[src/rtl/core/svet_ram.sv]
// ----------------------------------------------------------------------------
// Simple dual-port RAM
// One write port, one read port, read data registered.
// ----------------------------------------------------------------------------
module svet_ram #(
  parameter  int WIDTH = 8,
  parameter  int DEPTH = 16,
  localparam int AW    = $clog2(DEPTH)
) (
  input  logic             clk,
  input  logic             wr_en,
  input  logic [AW-1:0]    wr_addr,
  input  logic [WIDTH-1:0] wr_data,
  input  logic [AW-1:0]    rd_addr,
  output logic [WIDTH-1:0] rd_data
);

  logic [WIDTH-1:0] mem [DEPTH];

  always_ff @(posedge clk) begin
    if (wr_en) begin
      mem[wr_addr] <= wr_data;
    end
    rd_data <= mem[rd_addr];
  end

endmodule

[config.mk]
export PLATFORM = sky130hd
export DESIGN_NAME = svet_ram
export DESIGN_NICKNAME = d
export VERILOG_FILES = /design/src/rtl/core/svet_ram.sv
export SDC_FILE = /design/constraint.sdc
export NUM_CORES = 1
export LEC_CHECK = 0
export BUFFER_PORTS_ARGS = -buffer_cell sky130_fd_sc_hd__buf_2
export CORE_AREA = 3 3 115 139
export DETAILED_ROUTE_END_ITERATION = 6
export DIE_AREA = 0 0 118 142
export GPL_TIMING_DRIVEN = 0
export HOLD_SLACK_MARGIN = 0.06
export PLACE_DENSITY = 0.5
export SLEW_MARGIN = 20
export SYNTH_ARGS = -nofsm -noshare
export SYNTH_HDL_FRONTEND = slang
export SYNTH_SLANG_ARGS = --single-unit
[constraint.sdc]
create_clock -name clk -period 2.4 [get_ports clk]
set_input_delay 0.48 -clock clk [delete_from_list [all_inputs] [get_ports clk]]
set_output_delay 0.48 -clock clk [all_outputs]
set_load 0.03 [all_outputs]
==> results.txt, run 1 <==
- In this design, the stage delay of the slowest critical-path cell is 0.78 ns.
* Number of H-tree levels: 4
- Maximum fanout along the worst path: 8
- Max Fclk: 533 MHz
- Distinct cell type count after synthesis: 19
- Worst Hold Class: input port to flip-flop
* Worst-case setup margin in the final layout: 0.524 ns
* Vias in the first global route: 2558
- Final hold analysis gives a worst-case slack of 0.445 ns.
- In this run, synthesis inferred 128 flip-flops with an integrated enable.
- Synth Register Bits: 136
* Number of rows created at floorplan: 49
- Net switching is 19.6% of the power.
- For the worst setup path, the data arrival time is 1.91 ns.
- Layout Nets: 293
- Slowest CP cell: nor2_1
* Largest net degree at the start of global routing: 17
- Gates resized, CTS repair: 0
- Syn. warnings: 0
- Summed negative setup slack over all endpoints: 0 ns
- In this run, post-CTS hold repair placed 0 buffers.
* TritonCTS Sinks: 136
- Setup repair after global routing left no endpoint under its margin.
- Antenna violations before repair: 0
- Register-to-register setup slack: 0.94 ns
* Power, Total: 5.44 mW
* Gate Count Post-Synth: 229
* Final cell utilization of the core: 41.2%
* RePlAce Congestion: 0.688
- Biggest area contributors in the synthesized netlist: edfxtp_1, mux4_2, mux4_1
- Setup violations remaining at the end of the flow were counted as 0.
- A synthesized cell averages 22.5 sq um.
- Across the run, the number of max-cap violations was 0.
* Most used DFF post-synth: edfxtp_1
* DRC violation count after routing: 0
* Final hold violation count: 0
- Crit Reg-Reg Startpoint: mem[1][2]
- After detailed routing, the average wire length per cell comes to 22.0 um.
- Across all layers, the routed design uses 2449 vias.
* Post-layout instance area: 6140 sq um
* Cell leakage power: 2.04 nW
- The longest clock path from root to sink contains 2 buffers.
- Area of the mapped netlist: 5150 sq um
* Kind of critical path: input port to flip-flop
- The HPWL after detailed placement is 6830 um.
- STA classifies the critical path startpoint as an input port.
* Die footprint: 16800 sq um
- Most frequent cell after synthesis: edfxtp_1
* Starting density of the core: 34.6%
* Crit path buffers/inverters: 1
- Counting tap cells, the placed design contains a total of 460 instances.
- Cell Int Power: 4.38 mW
- Dividing total power by cell area gives a power density of 886 nW/um^2.
- Part of the total power dissipated in sequential elements: 49.1%
- First-pass GRT wire length: 16300 um
- The most critical setup path has its startpoint at wr_addr[2].
- Worst IR drop on VDD: 0.399 mV
- After the flow finishes, the layout carries non-filler instances totaling 491.
* Worst slew slack as a fraction of its limit: 33.2%
* Crit path cell chain: buf_2 > or3b_2 > nor2_1
* Proportion of netlist area held by the largest area contributor: 74.7%
- Die boundary height: 142 um
- During placement, the flow inserted port buffers numbering 24.
* Share of flip-flops with an asynchronous set or reset: 0%
* Post-DP Area: 5570 sq um
- For the pin with the worst max-slew slack, the measured transition is 0.999 ns.
- The largest total area in the synthesized netlist belongs to edfxtp_1.
- Share of cells above drive strength 1: 30.0%
- The tree is rooted in a clkbuf_16.
* Final-report max-slew violation count: 0
- Critical path depth in cells: 3
- Sorting the synthesized cells by how often they occur yields edfxtp_1, mux4_2, a22oi_1.
- Global routing finished with a remaining overflow of 0.
* Number of primary I/O pins: 26
- Antenna cell count: 0
- Wires add up to 10800 um.
- Inserted Clock Buffers: 17
- After the first detailed-routing iteration, the DRC count stood at 172.
- After clock tree synthesis, the clock-pin slew on the worst setup and hold paths is 0.05 ns.
- STA puts the critical path data required time at 2.43 ns.
- Summed over all nets, the switching power comes to 1.07 mW.
- Synthesis produced a netlist with a net count of 247.
- Core region area: 14900 sq um
* Part of the power in combinational logic: 5.3%
- Subtracting the final worst setup slack from the clock period gives 1.88 ns.
- Among cell families on the critical path, the largest total delay comes from simple AND/OR/NAND/NOR gates.
* Chip width: 118 um
- Worst Setup End Kind: flip-flop
- Clock network fraction of design power: 45.7%
- Initial DRT Pass Iterations: 4
- Sequential elements use 77.8% of the synthesized area.
* Count of nets left with antenna violations after detail routing: 0
* Clock tree from TritonCTS: built
- Worst setup endpoint: mem[3][6]
- Worst skew pair latency: 0.42 ns
- At the placement stage, the worst setup path has a slack of 0.0772 ns.
* Reg2Reg Depth: 3
- Total routing resource utilization after global routing: 13.9%
* FF-to-FF End: rd_data[2]
- The area growth from synthesis to layout is 19.3%.
* Vias per inst: 4.99
- Period utilization: 78.2%
- Result of the run: finished, final reports clean
- For the final database, setup skew stands at 0.0130 ns.
* Postcts setup bufs: 0
-- sequential cells by signal (all words and copies together) (netlist names) --
| name | cells |
|---|---|
| mem | 128 |
| rd_data | 8 |
-- kinds of logic after synthesis --
logic type / after synthesis / share of synthesized area (%)
buffers and inverters: 10 / 1.68
and+or+nand+nor: 35 / 3.18
AOI/OAI and AO/OA: 16 / 2.33
DFF: 136 / 77.8
muxes: 32 / 15.0
-- worst register-to-register path, delay by kind of cell, from the launching register on --
family,cells,cell delay [ns]
AO/OA/AOI/OAI,1,0.35
multiplexers,1,0.53
AND/OR/NAND/NOR,1,0.10
flip-flops,1,0.35
-- cells in the final DEF (no fill, tap or decap), types with 2 or more instances in the layout --
| cell | instances |
|---|---|
| clkbuf_1 | 5 |
| buf_2 | 27 |
| nand2_1 | 9 |
| clkbuf_16 | 17 |
| nor3_2 | 4 |
| nand2b_1 | 2 |
| buf_4 | 4 |
| mux4_2 | 18 |
| clkdlybuf4s25_2 | 3 |
| edfxtp_1 | 128 |
| a22oi_1 | 16 |
| nor2_1 | 13 |
| mux4_1 | 14 |
| dfxtp_1 | 8 |
| clkbuf_8 | 7 |
| buf_6 | 3 |
| nand3b_1 | 2 |
-- area by class of cell --
class | count | area, sq um
Fill cell | 1323 | 8760
Buffer | 10 | 86.3
Clock inverter | 2 | 35.0
Sequential cell | 136 | 4000
Clock buffer | 29 | 541
Timing Repair Buffer | 27 | 143
Tap cell | 204 | 255
Multi-Input combinational cell | 83 | 1080
-- layer usage --
layer | vias to the layer above | track usage [%] | wire length [um]
met5 | - | 0 | 0
met4 | 0 | 6.48 | 270
met3 | 20 | 3.82 | 433
met2 | 78 | 21.6 | 5250
met1 | 1284 | 18.2 | 4870
li1 | 1067 | - | -
-- power by group through the flow --
stage,combinational [mW],clock (mW),sequential [mW]
floorplan,0.135,0,2.75
global placement,0.283,0,2.72
detailed placement,0.291,0,2.72
CTS,0.291,2.55,2.67
global route,0.308,2.64,2.67
finish,0.287,2.48,2.67
-- worst min path at each step --
stage / start / end / slack [ns] / cells past startpoint
6_report: wr_data[5] / mem[5][5] / 0.44 / 1
5_1_grt: wr_data[5] / mem[10][5] / 0.45 / 1
4_1_cts: wr_data[5] / mem[9][5] / 0.43 / 1
3_5_place_dp: mem[14][3] / rd_data[3] / 0.65 / 3
3_3_place_gp: mem[14][1] / rd_data[1] / 0.65 / 3
2_1_floorplan: wr_data[0] / mem[0][0] / 0.58 / 0
No activity file was read; power rests on OpenSTA's default activity.
==> run 2, diff against run 1 <==
ABC_AREA = 1   (was unset)
CORE_AREA = 3 3 122 147   (was 3 3 115 139)
DIE_AREA = 0 0 125 150   (was 0 0 118 142)
clock period = 1.95 ns   (was 2.4 ns; I/O delays follow)
==> run 2 against run 1 <==
Clock-buffer cell count is the same. Clock skew shrank 0.0049 ns. Via count grew 52%. Largest power group unchanged. Worst setup slack gained 0.026 ns. Flip-flop and latch count is the same. First-iteration DRC count grew 16%. Sequential share of layout area shrank 5.2 points.
==> results.txt, run 2 <==
- Worst skew pair latency: 0.42 ns (about the same)
- Detailed-route wire length: 14600 um (+35%)
- Part of the power in combinational logic: 7.0% (+1.7 points)
- The count of boundary I/O pins was 26 (unchanged).
- The area of the core region came to 16800 sq um (+13%).
- Ranked by flip-flop count, first place goes to mem.
- The initial standard-cell utilization of the core was 34.4% (-0.20 points).
* Proportion of netlist area held by the largest area contributor: 66.7% (-8.0 points)
- The net switching power is 1.47 mW (+38%).
* Cell Int Power: 5.15 mW (+18%)
* Worst setup path startpoint: wr_addr[2]
- Switching part of the total: 22.3% (+2.7 points)
- The number of instances on the worst hold path was 1 (unchanged).
* Post-detailed-route wirelength per cell: 17.8 um (-19%)
- Req. time, crit path: 1.99 ns (-0.44 ns)
- Post-route insts no fill: 821 (+67%)
- In this run the worst hold path is classified as input port to flip-flop.
- The max-slew headroom at the worst pin came to 40.1% (+7.0 points).
- The register bit count reported by yosys came to 136 (unchanged).
* Post-synth top area cell: edfxtp_1
- Power per cell area: 993 nW/um^2 (+12%)
* RePlAce Congestion: 0.900 (+31%)
* Endpoint of the worst hold-timing path: mem[2][2]
* Crit Reg-Reg Startpoint: mem[7][5]
- The library cell used most frequently in the layout, excluding fill and tap cells, is nand2_1.
- The worst setup slack after placement was 0.0656 ns (-0.0116 ns).
* Category of the worst setup path launch point: input port
- Max cap viols: 0 (unchanged)
- The overall track demand over capacity in global routing came to 16.3% (+2.4 points).
- Post-synth EDFFs: 128 (unchanged)
- By area the synthesized netlist is led by edfxtp_1, nand2_1, nand3_1.
- Die boundary height: 150 um (+5.6%)
- The flip-flop count of the largest register after layout was 128 (unchanged).
- Clock buffer depth: 2 (unchanged)
* FF-to-FF End: rd_data[5]
* Area of the mapped netlist: 5770 sq um (+12%)
- Timing would allow up to 714 MHz.
* Total overflow reported by the global router: 0 (unchanged)
* Vias per inst: 4.55 (-8.8%)
- Final hold violation count: 0 (unchanged)
- First-pass GRT wire length: 21900 um (+35%)
* Final-report max-slew violation count: 0 (unchanged)
- Largest registers: mem x128, rd_data x8
* Worst Skew: 0.00813 ns (-0.00487 ns)
- Initial drt markers: 200 (+16%)
- The instance area after placement is 6150 sq um (+10%).
* Minimum hold slack: 0.378 ns (-0.0664 ns)
- The end-of-flow core utilization is 39.8% (-1.5 points).
- Result of the run: finished, final reports clean
- The clock network fraction of design power was 43.4% (-2.3 points).
* Most frequent cell after synthesis: nand2_1
- Power, Total: 6.63 mW (+22%)
* Summed negative setup slack over all endpoints: 0 ns (unchanged)
* Quantity of hold-fixing buffers added after cts: 0 (unchanged)
- The slack of the worst reg-to-reg path came to 0.87 ns (-0.07 ns).
- The number of sinks driven by the clock tree was 136 (unchanged).
- Number of rows created at floorplan: 52 (+6.1%)
- The total DRC errors in the routed layout is 0 (unchanged).
- The net total in the final layout is 610 (+110%).
* Clock tree from TritonCTS: built
* Worst path arrival time: 1.44 ns (-0.47 ns)
* Share of flip-flops with an asynchronous set or reset: 0% (unchanged)
- Chip width: 125 um (+5.9%)
- Shortest period the worst path allows: 1.40 ns
- Number of placed cells counting well taps: 789 (+72%)
* Hold Startpoint: wr_data[2]
* Antenna cell count: 0 (unchanged)
- Largest net degree at the start of global routing: 17 (unchanged)
- Register clock-pin slew on the reported worst setup and hold paths: 0.06 ns (about the same)
- The length in cells of the worst reg-to-reg path was 6 (+3).
* Syn. warnings: 0 (unchanged)
* Die footprint: 18800 sq um (+12%)
- Least-Margin Pin Slew: 0.894 ns (-0.104 ns)
- The maximum fanout along the worst path is 8 (unchanged).
* Vias in the first global route: 3762 (+47%)
- The top cell types in the final layout, fill and taps aside, are nand2_1, edfxtp_1, inv_1.
- The HPWL after detailed placement was 9870 um (+45%).
- The average size of a mapped cell came to 10.5 sq um (-53%).
* Inserted Clock Buffers: 17 (unchanged)
- Worst Setup End Kind: flip-flop
* Share of cells above drive strength 1: 11.7% (-18 points)
* Clock tree root buffer cell: clkbuf_16
- Gate Count Post-Synth: 551 (+140%)
- Final setup violation count: 0 (unchanged)
- Count of nets left with antenna violations after detail routing: 0 (unchanged)
- The total via count in the routed design is 3734 (+52%).
* Period utilization: 71.8%
- The critical path in this run is classified as input port to flip-flop.
- # fillers: 1671 (+26%)
- Post-layout instance area: 6680 sq um (+8.7%)
* Part of the total power dissipated in sequential elements: 49.6% (+0.5 points)
- Worst-case setup margin in the final layout: 0.550 ns (+0.0265 ns)
- Proportion of synthesized chip area in sequential cells: 69.4% (-8.4 points)
* Most used DFF post-synth: edfxtp_1
- Number of nets produced by synthesis: 569 (+130%)
* Gates resized, CTS repair: 0 (unchanged)
- Postcts setup bufs: 0 (unchanged)
* Initial DRT Pass Iterations: 5 (+1)
* Ranking of synthesized cells by instance count: nand2_1, edfxtp_1, inv_1
- Number of H-tree levels: 4 (unchanged)
- Setup repair after global routing missed its margin: false
- The number of input and output port buffers inserted came to 22 (-8.3%).
- Layout Area Growth over Synthesis: 15.8%
- The maximum vdd drop was 0.516 mV (+29%).
- The leakage power figure is 2.87 nW (+40%).
- The number of distinct library cell variants in the gate-level netlist after synthesis is 12 (-7).
- Antenna violations before repair: 0 (unchanged)
==> run 2: how the worst max path moves through the flow <==
stage | end | depth (start not counted)
floorplan | mem[10][0] | 2
global placement | mem[9][4] | 3
detailed placement | mem[9][4] | 3
CTS | mem[9][5] | 3
global route | mem[8][2] | 3
finish | mem[10][4] | 3
==> run 2: routing by layer <==
layer | wire, um | up-vias | GRT usage (%) | part of all wire (%)
met5 | 0 | - | 0 | 0
met4 | 442 | 0 | 7.97 | 3.0
met3 | 614 | 25 | 3.75 | 4.2
met2 | 7380 | 91 | 28.2 | 51
met1 | 6140 | 1760 | 19.1 | 42
li1 | - | 1858 | - | -
==> run 2: worst max-delay path, stage by stage <==
cell and delay, ns:
buf_2 0.12, nand3b_1 0.26, nor2_1 0.66
==> run 2: cells by family after synthesis <==
kind of cell,share of synthesized area [%]
flip-flops,69.4
AND/OR/NAND/NOR,21.0
buffers and inverters,9.52
==> run 2: area by class of cell <==
cell class / count / area [sq um] / share of cell area, %
flip-flops and latches: 136 / 4000 / 60.0
plain buffers: 24 / 166 / 2.49
clock buffers: 29 / 510 / 7.65
clock inverters: 3 / 17.5 / 0.262
repair buffers: 22 / 110 / 1.65
multi-input cells: 289 / 1210 / 18.2
inverters: 102 / 383 / 5.74
well taps: 216 / 270 / 4.05
==> run 2: power by group through the flow <==
stage	registers (mW)	logic [mW]	clock network, mW
floorplan	3.38	0.231	0
global placement	3.34	0.468	0
detailed placement	3.35	0.470	0
CTS	3.29	0.472	2.91
global route	3.29	0.515	3.06
finish	3.29	0.467	2.87
