===== config.mk =====
export PLATFORM = sky130hd
export DESIGN_NAME = svet_ctrl
export DESIGN_NICKNAME = d
export VERILOG_FILES = /design/src/rtl/core/svet_pkg.sv /design/src/rtl/core/svet_mul.sv /design/src/rtl/core/svet_ctrl.sv
export SDC_FILE = /design/constraint.sdc
export NUM_CORES = 2
export LEC_CHECK = 0
export BUFFER_PORTS_ARGS = -buffer_cell sky130_fd_sc_hd__buf_2
export CAP_MARGIN = 30
export CORE_ASPECT_RATIO = 1.4
export CORE_MARGIN = 2
export CORE_UTILIZATION = 65
export CTS_BUF_LIST = sky130_fd_sc_hd__clkbuf_2 sky130_fd_sc_hd__clkbuf_4 sky130_fd_sc_hd__clkbuf_8
export DETAILED_ROUTE_END_ITERATION = 10
export PLACE_DENSITY_LB_ADDON = 0.05
export REMOVE_ABC_BUFFERS = 1
export SYNTH_ARGS = -nofsm -noshare
export SYNTH_HDL_FRONTEND = slang
export SYNTH_HIERARCHICAL = 1
export SYNTH_SLANG_ARGS = --single-unit

===== constraint.sdc =====
create_clock -name clk -period 11.4 [get_ports clk]
set_clock_uncertainty 0.05 [all_clocks]
set_input_delay 2.28 -clock clk [delete_from_list [all_inputs] [get_ports clk]]
set_output_delay 2.28 -clock clk [all_outputs]
set_load 0.01 [all_outputs]

===== src/rtl/core/svet_pkg.sv =====
// ----------------------------------------------------------------------------
// Sparse vector entry table package
// Sizes, codes and types shared by the table's sequencer, datapath and checker.
// ----------------------------------------------------------------------------
package svet_pkg;

  localparam int MAX_ENTRIES = 64;
  localparam int INDEX_WIDTH = 24;
  localparam int VALUE_WIDTH = 32;
  localparam int FRAC_BITS   = 16;
  localparam int DIM_WIDTH   = INDEX_WIDTH + 1;
  localparam int ADDR_WIDTH  = $clog2(MAX_ENTRIES);
  localparam int COUNT_WIDTH = $clog2(MAX_ENTRIES + 1);

  localparam logic [DIM_WIDTH-1:0]   DIM_RESET  = {1'b1, {INDEX_WIDTH{1'b0}}};
  localparam logic [COUNT_WIDTH-1:0] FULL_COUNT = COUNT_WIDTH'(MAX_ENTRIES);
  localparam logic [VALUE_WIDTH-1:0] VALUE_MAX  = {1'b0, {(VALUE_WIDTH-1){1'b1}}};
  localparam logic [VALUE_WIDTH-1:0] VALUE_MIN  = {1'b1, {(VALUE_WIDTH-1){1'b0}}};

  typedef enum logic [1:0] {
    OP_SET   = 2'd0,
    OP_GET   = 2'd1,
    OP_SCALE = 2'd2,
    OP_NOP   = 2'd3
  } opcode_t;

  typedef enum logic [1:0] {
    ST_OK    = 2'd0,
    ST_RANGE = 2'd1,
    ST_FULL  = 2'd2
  } status_t;

  typedef enum logic [2:0] {
    S_IDLE,
    S_SCAN,
    S_SHIFT,
    S_SCALE,
    S_FINISH
  } state_t;

  typedef struct packed {
    logic [INDEX_WIDTH-1:0] position;
    logic [VALUE_WIDTH-1:0] amount;
  } entry_t;

  typedef struct packed {
    logic [ADDR_WIDTH-1:0]  addr;
    logic [INDEX_WIDTH-1:0] position;
  } scale_tag_t;

  typedef struct packed {
    logic                   valid;
    status_t                status;
    logic [VALUE_WIDTH-1:0] value;
    logic [COUNT_WIDTH-1:0] total;
  } result_t;

endpackage


===== src/rtl/core/svet_mul.sv =====
// ----------------------------------------------------------------------------
// Q16.16 scaling multiplier
// Two-stage pipe: signed product, then truncate toward zero and saturate.
// ----------------------------------------------------------------------------
module svet_mul (
  input  logic                                   clk,
  input  logic                                   rst,
  input  logic                                   in_valid,
  input  logic signed [svet_pkg::VALUE_WIDTH-1:0] in_value,
  input  logic signed [svet_pkg::VALUE_WIDTH-1:0] factor,
  input  svet_pkg::scale_tag_t                   in_tag,
  output logic                                   out_valid,
  output logic [svet_pkg::VALUE_WIDTH-1:0]        out_value,
  output svet_pkg::scale_tag_t                   out_tag,
  output logic                                   busy
);

  localparam int PW = 2 * svet_pkg::VALUE_WIDTH;
  localparam int QW = PW - svet_pkg::FRAC_BITS;
  localparam int VW = svet_pkg::VALUE_WIDTH;

  logic                 prod_valid;
  logic signed [PW-1:0] prod;
  svet_pkg::scale_tag_t prod_tag;
  logic        [QW-1:0] quot;
  logic     [QW-VW:0]   quot_hi;
  logic        [VW-1:0] sat;

  always_ff @(posedge clk) begin
    if (rst) begin
      prod_valid <= 1'b0;
      out_valid  <= 1'b0;
    end else begin
      prod_valid <= in_valid;
      out_valid  <= prod_valid;
    end
  end

  always_ff @(posedge clk) begin
    prod      <= in_value * factor;
    prod_tag  <= in_tag;
    out_value <= sat;
    out_tag   <= prod_tag;
  end

  // Arithmetic shift rounds down; bump negatives with a nonzero fraction.
  always_comb begin
    quot = prod[PW-1:svet_pkg::FRAC_BITS] +
           QW'(prod[PW-1] && (prod[svet_pkg::FRAC_BITS-1:0] != '0));
    quot_hi = quot[QW-1:VW-1];
    if ((&quot_hi) || !(|quot_hi)) begin
      sat = quot[VW-1:0];
    end else if (quot[QW-1]) begin
      sat = svet_pkg::VALUE_MIN;
    end else begin
      sat = svet_pkg::VALUE_MAX;
    end
  end

  assign busy = prod_valid || out_valid;

endmodule


===== src/rtl/core/svet_ctrl.sv =====
// ----------------------------------------------------------------------------
// Sparse vector entry table sequencer
// Scans, shifts and rescales the entry RAM one entry per cycle.
// ----------------------------------------------------------------------------
module svet_ctrl (
  input  logic                                    clk,
  input  logic                                    rst,
  input  logic                                    in_valid,
  output logic                                    in_stall,
  input  logic [1:0]                              opcode,
  input  logic [svet_pkg::INDEX_WIDTH-1:0]         element_index,
  input  logic signed [svet_pkg::VALUE_WIDTH-1:0]  element_value,
  input  logic signed [svet_pkg::VALUE_WIDTH-1:0]  scale_factor,
  input  logic [svet_pkg::DIM_WIDTH-1:0]           dimension,
  input  logic                                    out_free,
  output svet_pkg::result_t                       result,
  output logic [svet_pkg::ADDR_WIDTH-1:0]          ram_rd_addr,
  input  svet_pkg::entry_t                        ram_rd_data,
  output logic                                    ram_wr_en,
  output logic [svet_pkg::ADDR_WIDTH-1:0]          ram_wr_addr,
  output svet_pkg::entry_t                        ram_wr_data
);

  localparam int AW = svet_pkg::ADDR_WIDTH;
  localparam int CW = svet_pkg::COUNT_WIDTH;

  svet_pkg::state_t  state;
  svet_pkg::state_t  state_next;
  svet_pkg::opcode_t op;
  svet_pkg::status_t res_status;

  logic [CW-1:0]                        count;
  logic [CW-1:0]                        ptr;
  logic                                 rd_valid;
  logic [AW-1:0]                        rd_addr;
  logic [svet_pkg::INDEX_WIDTH-1:0]      idx;
  logic signed [svet_pkg::VALUE_WIDTH-1:0] val;
  logic signed [svet_pkg::VALUE_WIDTH-1:0] fac;
  logic [svet_pkg::VALUE_WIDTH-1:0]      res_value;

  logic accept;
  logic in_range;
  logic match;
  logic scan_done;
  logic set_zero;
  logic is_set;
  logic append;
  logic issue;
  logic mul_in_valid;
  logic mul_out_valid;
  logic mul_busy;
  logic [svet_pkg::VALUE_WIDTH-1:0] mul_out_value;
  svet_pkg::scale_tag_t mul_out_tag;

  assign in_stall  = (state != svet_pkg::S_IDLE);
  assign accept    = in_valid && !in_stall;
  assign in_range  = ({1'b0, element_index} < dimension);
  assign match     = rd_valid && (ram_rd_data.position == idx);
  assign scan_done = (ptr >= count) && !rd_valid;
  assign set_zero  = (val == '0);
  assign is_set    = (op == svet_pkg::OP_SET);
  assign append    = is_set && !set_zero && (count != svet_pkg::FULL_COUNT);
  assign ram_rd_addr = ptr[AW-1:0];

  svet_mul u_mul (
    .clk       (clk),
    .rst       (rst),
    .in_valid  (mul_in_valid),
    .in_value  (ram_rd_data.amount),
    .factor    (fac),
    .in_tag    ({rd_addr, ram_rd_data.position}),
    .out_valid (mul_out_valid),
    .out_value (mul_out_value),
    .out_tag   (mul_out_tag),
    .busy      (mul_busy)
  );

  // Next state
  always_comb begin
    state_next = state;
    case (state)
      svet_pkg::S_IDLE: begin
        if (accept) begin
          case (svet_pkg::opcode_t'(opcode))
            svet_pkg::OP_SET,
            svet_pkg::OP_GET:   state_next = in_range ? svet_pkg::S_SCAN : svet_pkg::S_FINISH;
            svet_pkg::OP_SCALE: state_next = svet_pkg::S_SCALE;
            default:            state_next = svet_pkg::S_FINISH;
          endcase
        end
      end
      svet_pkg::S_SCAN: begin
        if (match) begin
          state_next = (is_set && set_zero) ? svet_pkg::S_SHIFT : svet_pkg::S_FINISH;
        end else if (scan_done) begin
          state_next = svet_pkg::S_FINISH;
        end
      end
      svet_pkg::S_SHIFT: begin
        if (scan_done) begin
          state_next = svet_pkg::S_FINISH;
        end
      end
      svet_pkg::S_SCALE: begin
        if (scan_done && !mul_busy) begin
          state_next = svet_pkg::S_FINISH;
        end
      end
      svet_pkg::S_FINISH: begin
        if (out_free) begin
          state_next = svet_pkg::S_IDLE;
        end
      end
      default: state_next = svet_pkg::S_IDLE;
    endcase
  end

  // Read issue and RAM write port
  always_comb begin
    issue        = 1'b0;
    mul_in_valid = 1'b0;
    ram_wr_en    = 1'b0;
    ram_wr_addr  = rd_addr;
    ram_wr_data  = ram_rd_data;
    case (state)
      svet_pkg::S_SCAN: begin
        issue = !match && (ptr < count);
        if (match && is_set && !set_zero) begin
          ram_wr_en   = 1'b1;
          ram_wr_addr = rd_addr;
          ram_wr_data = {ram_rd_data.position, val};
        end else if (scan_done && append) begin
          ram_wr_en   = 1'b1;
          ram_wr_addr = count[AW-1:0];
          ram_wr_data = {idx, val};
        end
      end
      svet_pkg::S_SHIFT: begin
        // Move entry i+1 down into slot i as each read returns.
        issue = (ptr < count);
        if (rd_valid) begin
          ram_wr_en   = 1'b1;
          ram_wr_addr = rd_addr - AW'(1);
          ram_wr_data = ram_rd_data;
        end
      end
      svet_pkg::S_SCALE: begin
        issue        = (ptr < count);
        mul_in_valid = rd_valid;
        if (mul_out_valid) begin
          ram_wr_en   = 1'b1;
          ram_wr_addr = mul_out_tag.addr;
          ram_wr_data = {mul_out_tag.position, mul_out_value};
        end
      end
      default: ;
    endcase
  end

  always_ff @(posedge clk) begin
    if (rst) begin
      state    <= svet_pkg::S_IDLE;
      count    <= '0;
      ptr      <= '0;
      rd_valid <= 1'b0;
    end else begin
      state    <= state_next;
      rd_valid <= issue;
      if (issue) begin
        ptr <= ptr + CW'(1);
      end
      case (state)
        svet_pkg::S_IDLE: begin
          if (accept) begin
            ptr <= '0;
          end
        end
        svet_pkg::S_SCAN: begin
          if (match && is_set && set_zero) begin
            ptr <= CW'(rd_addr) + CW'(1);
          end else if (scan_done && append) begin
            count <= count + CW'(1);
          end
        end
        svet_pkg::S_SHIFT: begin
          if (scan_done) begin
            count <= count - CW'(1);
          end
        end
        default: ;
      endcase
    end
  end

  always_ff @(posedge clk) begin
    rd_addr <= ptr[AW-1:0];
    if (accept) begin
      op        <= svet_pkg::opcode_t'(opcode);
      idx       <= element_index;
      val       <= element_value;
      fac       <= scale_factor;
      res_value <= '0;
      if ((svet_pkg::opcode_t'(opcode) == svet_pkg::OP_SET ||
           svet_pkg::opcode_t'(opcode) == svet_pkg::OP_GET) && !in_range) begin
        res_status <= svet_pkg::ST_RANGE;
      end else begin
        res_status <= svet_pkg::ST_OK;
      end
    end
    if (state == svet_pkg::S_SCAN) begin
      if (match && op == svet_pkg::OP_GET) begin
        res_value <= ram_rd_data.amount;
      end
      if (scan_done && is_set && !set_zero && count == svet_pkg::FULL_COUNT) begin
        res_status <= svet_pkg::ST_FULL;
      end
    end
  end

  assign result.valid  = (state == svet_pkg::S_FINISH);
  assign result.status = res_status;
  assign result.value  = res_value;
  assign result.total  = count;

endmodule


==> impl_table.tex <==
\begin{tabular}{lr}
\hline
Metric & Value \\
\hline
\multicolumn{2}{l}{\textbf{Place}} \\
\quad Placer congestion estimate & about 0.9 \\
\quad Port Buffer Count & 286 \\
\quad Detailed placement HPWL & between 100000 and 150000 um \\
\multicolumn{2}{l}{\textbf{Setup path}} \\
\quad Crit Path Max Fanout & 34 \\
\quad Launching element type of the critical path & input pin \\
\quad Worst endpoint required time & roughly 12 ns \\
\quad Worst r2r dst & u\_mul/prod[61]\$\_DFF\_P\_ \\
\quad Signal arrival time at the worst endpoint & 10.35 ns \\
\quad Worst flop-to-flop path startpoint & fac[2]\$\_DFFE\_PP\_ \\
\quad Logic depth of the worst register-to-register path & 21 \\
\quad R2r setup slk & roughly 2.6 ns \\
\quad Nature of the critical path endpoint & register \\
\quad Critical path class & input pin to register \\
\multicolumn{2}{l}{\textbf{Logic synthesis}} \\
\quad Number of synthesized register bits & 306 \\
\quad Fraction of registers with async set/reset & 0 \\
\quad Share of the yosys chip area belonging to registers & 0.143 \\
\quad Biggest area consumer among synthesized cells & fa\_1 \\
\quad Yosys warns & 6 \\
\quad Synthesized area divided by synthesized cell count & 9.54 sq um \\
\quad Cells after Synth & about 5100 \\
\quad Leading post-synthesis cells by cell area & fa\_1 44\%, dfxtp\_1 8.8\%, inv\_1 7.9\%, and2\_1 6.7\%, ha\_1 5.7\% \\
\quad Top cell type's share of synthesized area & 0.441 \\
\quad Most common cell in the netlist & fa\_1 \\
\quad Number of flops mapped to enable cells by yosys & 90 \\
\quad Number of different library cells in the post-synthesis netlist & 79 \\
\quad Most frequent cells after synthesis & 1083 x fa\_1, 1033 x inv\_1, 657 x nand2\_1, 527 x and2\_1, 249 x clkbuf\_1 \\
\quad Top\_reg\_cell synth & dfxtp\_1 \\
\quad Synthesized area & about 49000 sq um \\
\multicolumn{2}{l}{\textbf{STA}} \\
\quad Worst slew margin relative to its limit & 0.308 \\
\quad Number of pins exceeding their max-slew limit in the final report & 0 \\
\quad Unrepaired setup endpoints after global routing & false \\
\quad Maximum clock rate & between 100 and 150 MHz \\
\quad Worst slew pin tran & approximately 1.0 ns \\
\quad Number of setup violations in the final report & 0 \\
\quad Tmin final & around 10 ns \\
\quad Sum Neg Setup Slack & 0 ns \\
\quad Final number of hold-violating endpoints & 0 \\
\quad Post-route fraction of the period consumed by the critical path & 0.864 \\
\multicolumn{2}{l}{\textbf{Clock tree}} \\
\quad Number of hold-repair buffers added at the cts stage & 0 \\
\quad H-tree levels & 2 \\
\quad Setup bufs post-CTS & 0 \\
\quad Clock tree from TritonCTS & done \\
\quad Clock input transition at the sequential cells of the worst setup and hold paths & around 0.07 ns \\
\quad Insertion delay of the later-clocked pin in the worst-skew pair & roughly 0.69 ns \\
\quad Number of sinks on the clock net & 306 \\
\quad CTS-repair resized insts & 0 \\
\quad Clock Root Buffer & clkbuf\_8 \\
\quad Maximum clock insertion buffer count & 3 \\
\quad Number of buffers created by CTS & 50 \\
\multicolumn{2}{l}{\textbf{Run status}} \\
\quad Run status & complete, no violations \\
\multicolumn{2}{l}{\textbf{Die}} \\
\quad Number of rows in the core area & between 100 and 150 \\
\quad Vertical die dimension & between 300 and 400 um \\
\quad Core box area & between 70000 and 80000 sq um \\
\quad Die footprint & 77800 sq um \\
\quad Die Wd & 236 um \\
\quad Effective utilization at floorplan & 0.654 \\
\quad Top-Level Pins & about 290 \\
\multicolumn{2}{l}{\textbf{Global routing}} \\
\quad Number of antenna violations at the first check in global routing & 11 \\
\quad Met3 usage & 0.0620 \\
\quad Maximum number of pins on one net before global-route repair & 65 \\
\quad Global routing's busiest layer & met2 \\
\quad Number of global-route vias before repair & 40100 \\
\quad Overall routing resource usage & 0.379 \\
\quad Fraction of met2 tracks used by global routing & 0.676 \\
\quad Global-route met1 utilization & 0.441 \\
\quad GRT overflow & 0 \\
\quad Global-route wire length before repair & 223000 um \\
\multicolumn{2}{l}{\textbf{Detailed routing}} \\
\quad Final routed wire length divided by cell count & around 23 um \\
\quad Post-detailed-route DRC marker count & 0 \\
\quad Post-detailed-route count of antenna-violating nets & 0 \\
\quad Via total after detailed routing & between 30000 and 40000 \\
\quad Pre-antenna DRT Iters & 5 \\
\quad DR vias/cell & around 5.8 \\
\quad Total Routed Length & 142000 um \\
\quad Detailed Route Iter0 Violations & roughly 2400 \\
\multicolumn{2}{l}{\textbf{Min path}} \\
\quad Worst min path class & register to register \\
\quad Start point of the worst hold path & u\_mul/prod\_tag[16]\$\_DFF\_P\_ \\
\quad Endpoint of the worst hold-timing path & u\_mul/out\_tag[16]\$\_DFF\_P\_ \\
\quad Hold depth & 0 \\
\multicolumn{2}{l}{\textbf{Final layout}} \\
\quad Synth-to-Final Area Change & 6.87\% \\
\quad Share of layout cells above drive strength 1 & 0.0986 \\
\quad Net count of the finished layout & about 6800 \\
\multicolumn{2}{l}{\textbf{Run}} \\
\quad Number of max-cap violations & 0 \\
\hline
\end{tabular}
final cells by class:
cell class / instances / area, sq um
diodes: 11 / 27.5
clock buffers: 71 / 921
clock inverters: 21 / 283
fillers: 6028 / 22600
inverters: 1033 / 3880
multi-input cells: 3532 / 37100
flip-flops and latches: 306 / 7030
well taps: 968 / 1210
repair buffers: 360 / 2010
critical path, stage by stage:
cell and delay, ns:
buf_2 0.74, and2_1 0.27, fa_1 0.45, fa_1 0.45, fa_1 0.56, inv_1 0.05, fa_1 0.48, inv_1 0.06
fa_1 0.50, inv_1 0.06, fa_1 0.53, inv_1 0.05, fa_1 0.49, fa_1 0.40, ha_1 0.40, a21oi_1 0.20
o21a_1 0.20, o221ai_1 0.12, a21oi_1 0.20, nor4b_1 0.58, o21ai_1 0.23, a221o_1 0.48, a2111oi_0 0.43, nor3_1 0.12
logic make-up after synthesis:
logic type               share of synthesized area
XOR/XNOR                                    0.0259
flip-flops                                   0.143
buffers and inverters                        0.102
AND/OR/NAND/NOR                              0.158
multiplexers                               0.00316
adder cells (fa/ha/maj)                      0.499
AO/OA/AOI/OAI                               0.0700
state kept, by name, indices dropped and copies added (netlist names), 3 cells and up:
register,cells
rd_addr,6
count,7
u_mul/out_tag,30
u_mul/prod_tag,30
idx,24
state,3
ptr,7
u_mul/out_value,32
fac,32
res_value,32
u_mul/prod,64
val,32
how the worst max path moves through the flow:
stage | end | startpoint | slack, ns
6_report | u_mul/prod[54]$_DFF_P_ | ram_rd_data[11] | 1.55
5_1_grt | u_mul/prod[54]$_DFF_P_ | ram_rd_data[9] | 1.13
4_1_cts | u_mul/prod[61]$_DFF_P_ | ram_rd_data[31] | 1.63
3_5_place_dp | u_mul/prod[61]$_DFF_P_ | ram_rd_data[31] | 0.86
3_3_place_gp | u_mul/prod[54]$_DFF_P_ | ram_rd_data[11] | 1.01
2_1_floorplan | u_mul/prod[61]$_DFF_P_ | ram_rd_data[31] | 1.99
stage by stage:
step / utilization / instances / setup WS, ns / hold WS [ns] / cell area (sq um)
2_1_floorplan: - / 4871 / 1.99 / 0.260 / 48000
3_3_place_gp: 0.682 / 6196 / 1.01 / 0.260 / 51200
6_report: 0.699 / 6302 / 1.55 / 0.270 / 52500
4_1_cts: 0.699 / 6291 / 1.63 / 0.271 / 52500
5_1_grt: 0.699 / 6299 / 1.13 / 0.277 / 52500
3_5_place_dp: 0.683 / 6199 / 0.859 / 0.262 / 51300
layer usage:
| metal | share of wire | up-vias | wire length [um] |
|---|---|---|---|
| met4 | 0.059 | 2 | 8410 |
| li1 | - | 15800 | - |
| met1 | 0.36 | 18900 | 51200 |
| met3 | 0.066 | 444 | 9330 |
| met5 | 0.000077 | - | 11 |
| met2 | 0.51 | 1511 | 73200 |
cell usage in the layout, fill, tap and decap left out, drive strengths merged, types with 56 or more instances in the layout:
cell type,netlist,layout
fa,1083,1083
inv,1033,1038
nand2,657,657
and2,528,528
buf,29,360
ha,224,224
dfxtp,216,216
a21oi,166,166
nor2,130,130
edfxtp,90,90
xnor2,85,85
o21ai,82,82
clkbuf,249,71
xor2,60,60
a21o,56,56
Power is left out: the tool's default activity adds up to more than one toggle a clock period on the data nets, which glitch-free logic cannot reach.
